$ cat src/hw/rtl/sactc_pkg.sv
// Package with shared types, constants and helpers of the cache tag controller.
package sactc_pkg;

   localparam int NumSetsDefault   = 64;
   localparam int NumWaysDefault   = 4;
   localparam int LineBytesDefault = 64;
   localparam int AddrWidthDefault = 32;

   localparam logic ActRead          = 1'b0;
   localparam logic ActWrite         = 1'b1;
   localparam logic ModeWriteThrough = 1'b0;
   localparam logic ModeWriteBack    = 1'b1;

   typedef struct packed {
      logic        action;
      logic [31:0] address;
   } req_type;

   typedef struct packed {
      logic        hit;
      logic [1:0]  way;
      logic        victim_writeback;
      logic [31:0] victim_address;
      logic        fill_line;
      logic        store_line;
      logic [31:0] line_address;
   } rsp_type;

   typedef enum logic [1:0] {
      BK_IDLE,
      BK_READ,
      BK_UPDATE
   } bk_state_type;

   // Floor of log2, worked out at elaboration.
   function automatic int flog2(input int n);
      int c;
      int v;
      c = 0;
      v = n;
      while (v > 1) begin
         v = v >> 1;
         c = c + 1;
      end
      return c;
   endfunction

endpackage

$ cat src/hw/rtl/sactc_front.sv
// Front end: accepts request beats and splits the address into set, tag and line base.
module sactc_front #(
   parameter int NUM_SETS   = 64,
   parameter int LINE_BYTES = 64,
   parameter int ADDR_WIDTH = 32,
   parameter int SET_W      = 6,
   parameter int TAG_W      = 20
) (
   input  logic                clock,
   input  logic                reset,
   input  sactc_pkg::req_type  req_data,
   input  logic                req_push,
   output logic                req_full,
   output logic                q_valid,
   input  logic                q_take,
   output logic                q_write,
   output logic [SET_W-1:0]    q_set,
   output logic [TAG_W-1:0]    q_tag,
   output logic [31:0]         q_line
);
   import sactc_pkg::*;

   localparam int OB = flog2(LINE_BYTES);
   localparam int IB = flog2(NUM_SETS);
   localparam int TB = ADDR_WIDTH - IB - OB;

   // Two-entry queue of classified accesses.
   typedef struct packed {
      logic             wr;
      logic [SET_W-1:0] set;
      logic [TAG_W-1:0] tag;
      logic [31:0]      line;
   } ent_type;

   ent_type     ent_ff [2];
   ent_type     ent_in;
   logic [1:0]  cnt_ff, cnt_in;
   logic        rp_ff, rp_in, wp_ff, wp_in;
   logic [31:0] addr;
   logic        push_ok, take_ok;

   always_comb begin
      addr = req_data.address;
      if (ADDR_WIDTH < 32) begin
         addr = req_data.address & ((32'h1 << ADDR_WIDTH) - 32'h1);
      end
      ent_in.wr   = req_data.action;
      ent_in.set  = '0;
      if (IB > 0) begin
         ent_in.set = SET_W'(addr >> OB);
      end
      ent_in.tag  = '0;
      if (TB > 0) begin
         ent_in.tag = TAG_W'(addr >> (IB + OB));
      end
      ent_in.line = (addr >> OB) << OB;
   end

   assign req_full = (cnt_ff == 2'd2);
   assign push_ok  = req_push && !req_full;
   assign q_valid  = (cnt_ff != 2'd0);
   assign take_ok  = q_take && q_valid;
   assign q_write  = ent_ff[rp_ff].wr;
   assign q_set    = ent_ff[rp_ff].set;
   assign q_tag    = ent_ff[rp_ff].tag;
   assign q_line   = ent_ff[rp_ff].line;

   always_comb begin
      cnt_in = cnt_ff + 2'(push_ok) - 2'(take_ok);
      rp_in  = take_ok ? !rp_ff : rp_ff;
      wp_in  = push_ok ? !wp_ff : wp_ff;
   end

   always_ff @(posedge clock) begin
      if (reset) begin
         cnt_ff <= '0;
         rp_ff  <= 1'b0;
         wp_ff  <= 1'b0;
      end else begin
         cnt_ff <= cnt_in;
         rp_ff  <= rp_in;
         wp_ff  <= wp_in;
      end
      if (push_ok) begin
         ent_ff[wp_ff] <= ent_in;
      end
   end
endmodule

$ cat config.mk
export PLATFORM = sky130hd
export DESIGN_NAME = sactc_front
export DESIGN_NICKNAME = d
export VERILOG_FILES = /design/src/hw/rtl/sactc_pkg.sv /design/src/hw/rtl/sactc_front.sv
export SDC_FILE = /design/constraint.sdc
export NUM_CORES = 1
export LEC_CHECK = 0
export BUFFER_PORTS_ARGS = -buffer_cell sky130_fd_sc_hd__buf_2
export CORE_ASPECT_RATIO = 2
export CORE_MARGIN = 1
export CORE_UTILIZATION = 48
export DETAILED_ROUTE_END_ITERATION = 8
export PLACE_DENSITY = 0.78
export REMOVE_ABC_BUFFERS = 1
export SKIP_CTS_REPAIR_TIMING = 1
export SLEW_MARGIN = 0
export SYNTH_ARGS = -nofsm -noshare
export SYNTH_HDL_FRONTEND = slang
export SYNTH_SLANG_ARGS = --single-unit
$ cat constraint.sdc
create_clock -name clock -period 2.4 [get_ports clock]
set_input_delay 0.48 -clock clock [delete_from_list [all_inputs] [get_ports clock]]
set_output_delay 0.48 -clock clock [all_outputs]
set_load 0.1 [all_outputs]
==> Word-level counts from Yosys, hierarchy flattened <==
Memory sizes are Yosys's and may differ from the RTL's. A register that Yosys moved wholly into a read port is not among the register bits.
Index checks and enable logic that the tools add are counted.
W data, S select, Z words.
{ "totals": {"regBits": 4, "ram_bits": 106, "in_bits": 37, "out_inout_bits": 61, "word_cells": 17, "memories": 1} }
{ "memory_table": {"columns": ["memory", "words", "word_bits", "rd", "rd_ports_with_merged_regs", "wr", "line", "text"], "rows": [
  ["ent_ff", 2, 53, 1, 1, 1, "sactc_front.sv:35", "ent_type ent_ff [2];"]
]} }
{ "classes": {"addsub": 2, "n_eq_ne": 1, "mux": 4, "reduce_logical": 6} }
{ "ops": {"columns": ["cell", "count"], "rows": [
  ["$mux W1", 4],
  ["$logic_not A1 Y1", 3],
  ["$add A2 B1 Y2", 1],
  ["$eq A2 B2 Y1 const B", 1],
  ["$logic_and A1 B1 Y1", 2],
  ["$reduce_bool A2 Y1", 1],
  ["$sub A2 B1 Y2", 1]
]} }

==> Logic depth before layout (Yosys ltp) <==
{ "logic_depth": {"word_depth": 5, "depth_mapped": 8, "depth_no_buf": 8} }

==> Worst setup path after synthesis <==
No wires, ideal clock.
{ "synth_path": {"path_type": "reg2out", "start": "register (tool-made name)", "end": "output port q_set[4]", "arrival_time_ns": 1.808, "required_ns": 1.920, "setup_slack_ns": 0.112, "path_stages_with_launch": 5, "n_path_buf": 3, "cell_sequence": "dfxtp_1 buf_2 buf_6 mux2_1 buf_4"} }
{ "synth_rtl": {"columns": ["element", "line", "text"], "rows": [
  ["end: declaration", "sactc_front.sv:17", "output logic [SET_W-1:0] q_set,"]
]} }

==> results.cfg <==
[run_status]
run_status = finished clean

[yosys]
synthCells = 144
synthTopCellsByCount = edfxtp_1 (54), buf_4 (32), mux2_1 (27)
synth_seq_area_share = 0.707
yosys_most_used_dff = edfxtp_1
async_reset_ff_frac = 0
mappedNetlistArea_sq_um = 2430
avgSynthCellArea_sq_um = 16.9
synth_area_leaders = edfxtp_1 (67%), mux2_1 (12%), buf_4 (9.9%)
synth_edf_count = 54
yosysTopAreaCellShare = 0.666
yosysTopAreaCell = edfxtp_1
ys_types = 24
synth_most_common_cell = edfxtp_1
ys_warn_count = 0
ys_seq_elements = 59

[sta]
clock_skew_ps = 4.86
max-slew-margin-rel = 0.571
hold_viol_final = 0
worst_pin_slew_ps = 643
fin_crit_sh = 0.913
rsz0062_at_grt = false
max_freq_ghz = 0.456
whs_ps = 338
finalSetupViolCount = 0
min_period_ps = 2190
slew_violations = 0

[die]
dieArea_sq_um = 5380
rows = 36
core_sq_um = 4860
die_x_um = 52.4
io_pins = 98
initial_core_util = 0.501
die_height_um = 103

[setup_path]
crit_end = q_tag[14]
critPathRequiredTime_ps = 1920
path_class = reg -> out
startpoint_type = flop
path_cells = buf_12 -> mux2_1 -> buf_12
reg2reg_depth = 8
critPathMaxStageDelay_ps = 510
path_max_fanout = 22
slowest_stage = dfxtp_1
worstReg2RegEnd = cnt_ff[1]$_SDFF_PP0_
worstReg2RegStart = cnt_ff[0]$_SDFF_PP0_
crit_arrival_ps = 1710
cpMostUsedCell = buf_12
r2r_setup_slack_ps = 820
endpoint_kind = output port

[detailed_routing]
ant_nets = 0
drt_pass1_iterations = 4
drt_iter0_drc = 19
viasPerCell = 4.86
wire_per_inst_um = 15.8
route.detailed.drc = 0
wl_mm = 4.34
vias = 1332

[layout]
diodes = 0
area_delta_synth_final_pct = 51.4
final_layout_size_suffix_gt1_frac = 0.479
postLayoutCellArea_sq_um = 3690
fin_cells = 274
finalNetCount = 252

[grt]
antenna_found_initial = 0
grt_usage = 0.185
grt_max_degree = 28
grt_pass1_vias = 1357
grt_pass1_wl_mm = 6.65
grt-ovfl-total = 0

[run]
maxCapViolCount = 0

[placement]
placedInstanceArea_sq_um = 3510
dp_cells = 259
dp_hpwl_mm = 3.24
gp_congestion = 0.718
numPortBuffers = 85

[clock_tree]
clock-sinks = 59
cts_buffers = 9
clkLatencyLatePin_ps = 330
max-clock-path-buffers = 2
cts_root_buffer = clkbuf_8
clk_pin_slew_ps = 60
cts_tree = done
h-tree-depth = 3

[min_path]
min-delay-path-class = in -> reg
holdPathStages = 1
critical path: cells and delay by family, from the launching register on:
| kind | cells | cell delay [ps] |
|---|---|---|
| DFF | 1 | 510 |
| muxes | 1 | 430 |
| buffers and inverters | 2 | 420 |
area by class of cell:
class / count / area, sq um
clock buffer: 11 / 131
clock inverter: 4 / 42.5
fill: 287 / 1180
inverter: 4 / 15.0
multi-input combinational: 51 / 449
sequential: 59 / 1720
tap: 57 / 71.3
timing repair buffer: 88 / 1260
stage by stage:
stage | util | setup TNS (ps) | setup slack (ps)
2_1_floorplan | - | -20660 | -397
4_1_cts | 0.758 | 0 | 166
3_3_place_gp | 0.722 | 0 | 551
6_report | 0.758 | 0 | 208
3_5_place_dp | 0.722 | 0 | 531
5_1_grt | 0.758 | 0 | 126
sequential cells by signal, indices dropped and copies added (netlist names), named ones only:
name    cells
cnt_ff      2
ent_ff     54
rp_ff       1
wp_ff       1
metal layers:
metal	part of all wire	routed length, um	global-route usage	vias to the layer above
met3	0.049	212	0.0619	11
met1	0.32	1370	0.166	651
li1	-	-	-	624
met2	0.61	2640	0.333	46
met5	0	0	0	-
met4	0.027	115	0.121	0
how the worst min path moves through the flow:
| stage | start | to | slack (ps) |
|---|---|---|---|
| after detailed placement | wp_ff$_SDFFE_PP0P_ | wp_ff$_SDFFE_PP0P_ | 500 |
| final | req_data[27] | ent_ff[0][41]$_DFFE_PP_ | 340 |
| after CTS | req_data[7] | ent_ff[1][47]$_DFFE_PP_ | 320 |
| after global routing | req_data[17] | ent_ff[1][31]$_DFFE_PP_ | 330 |
| after floorplan | wp_ff$_SDFFE_PP0P_ | wp_ff$_SDFFE_PP0P_ | 450 |
| after global placement | wp_ff$_SDFFE_PP0P_ | wp_ff$_SDFFE_PP0P_ | 470 |
placed cells by master (no fill, tap or decap), types with 2 or more instances in the layout:
master and instances:
buf_12 54, buf_2 32, buf_4 2, clkbuf_1 2, clkbuf_8 9, clkinv_1 2
conb_1 6, dfxtp_1 5, edfxtp_1 54, ha_1 2, inv_1 3, mux2_1 27
nor2_1 3
logic make-up after synthesis:
logic type | share of synthesized area
adder cells (fa/ha/maj) | 0.0103
multiplexers | 0.125
XOR/XNOR | 0.00720
flip-flops | 0.707
buffers and inverters | 0.116
other | 0.00154
AO/OA/AOI/OAI | 0.00770
AND/OR/NAND/NOR | 0.0252
Power is left out: the tool's default activity adds up to more than one toggle a clock period on the data nets, which glitch-free logic cannot reach.
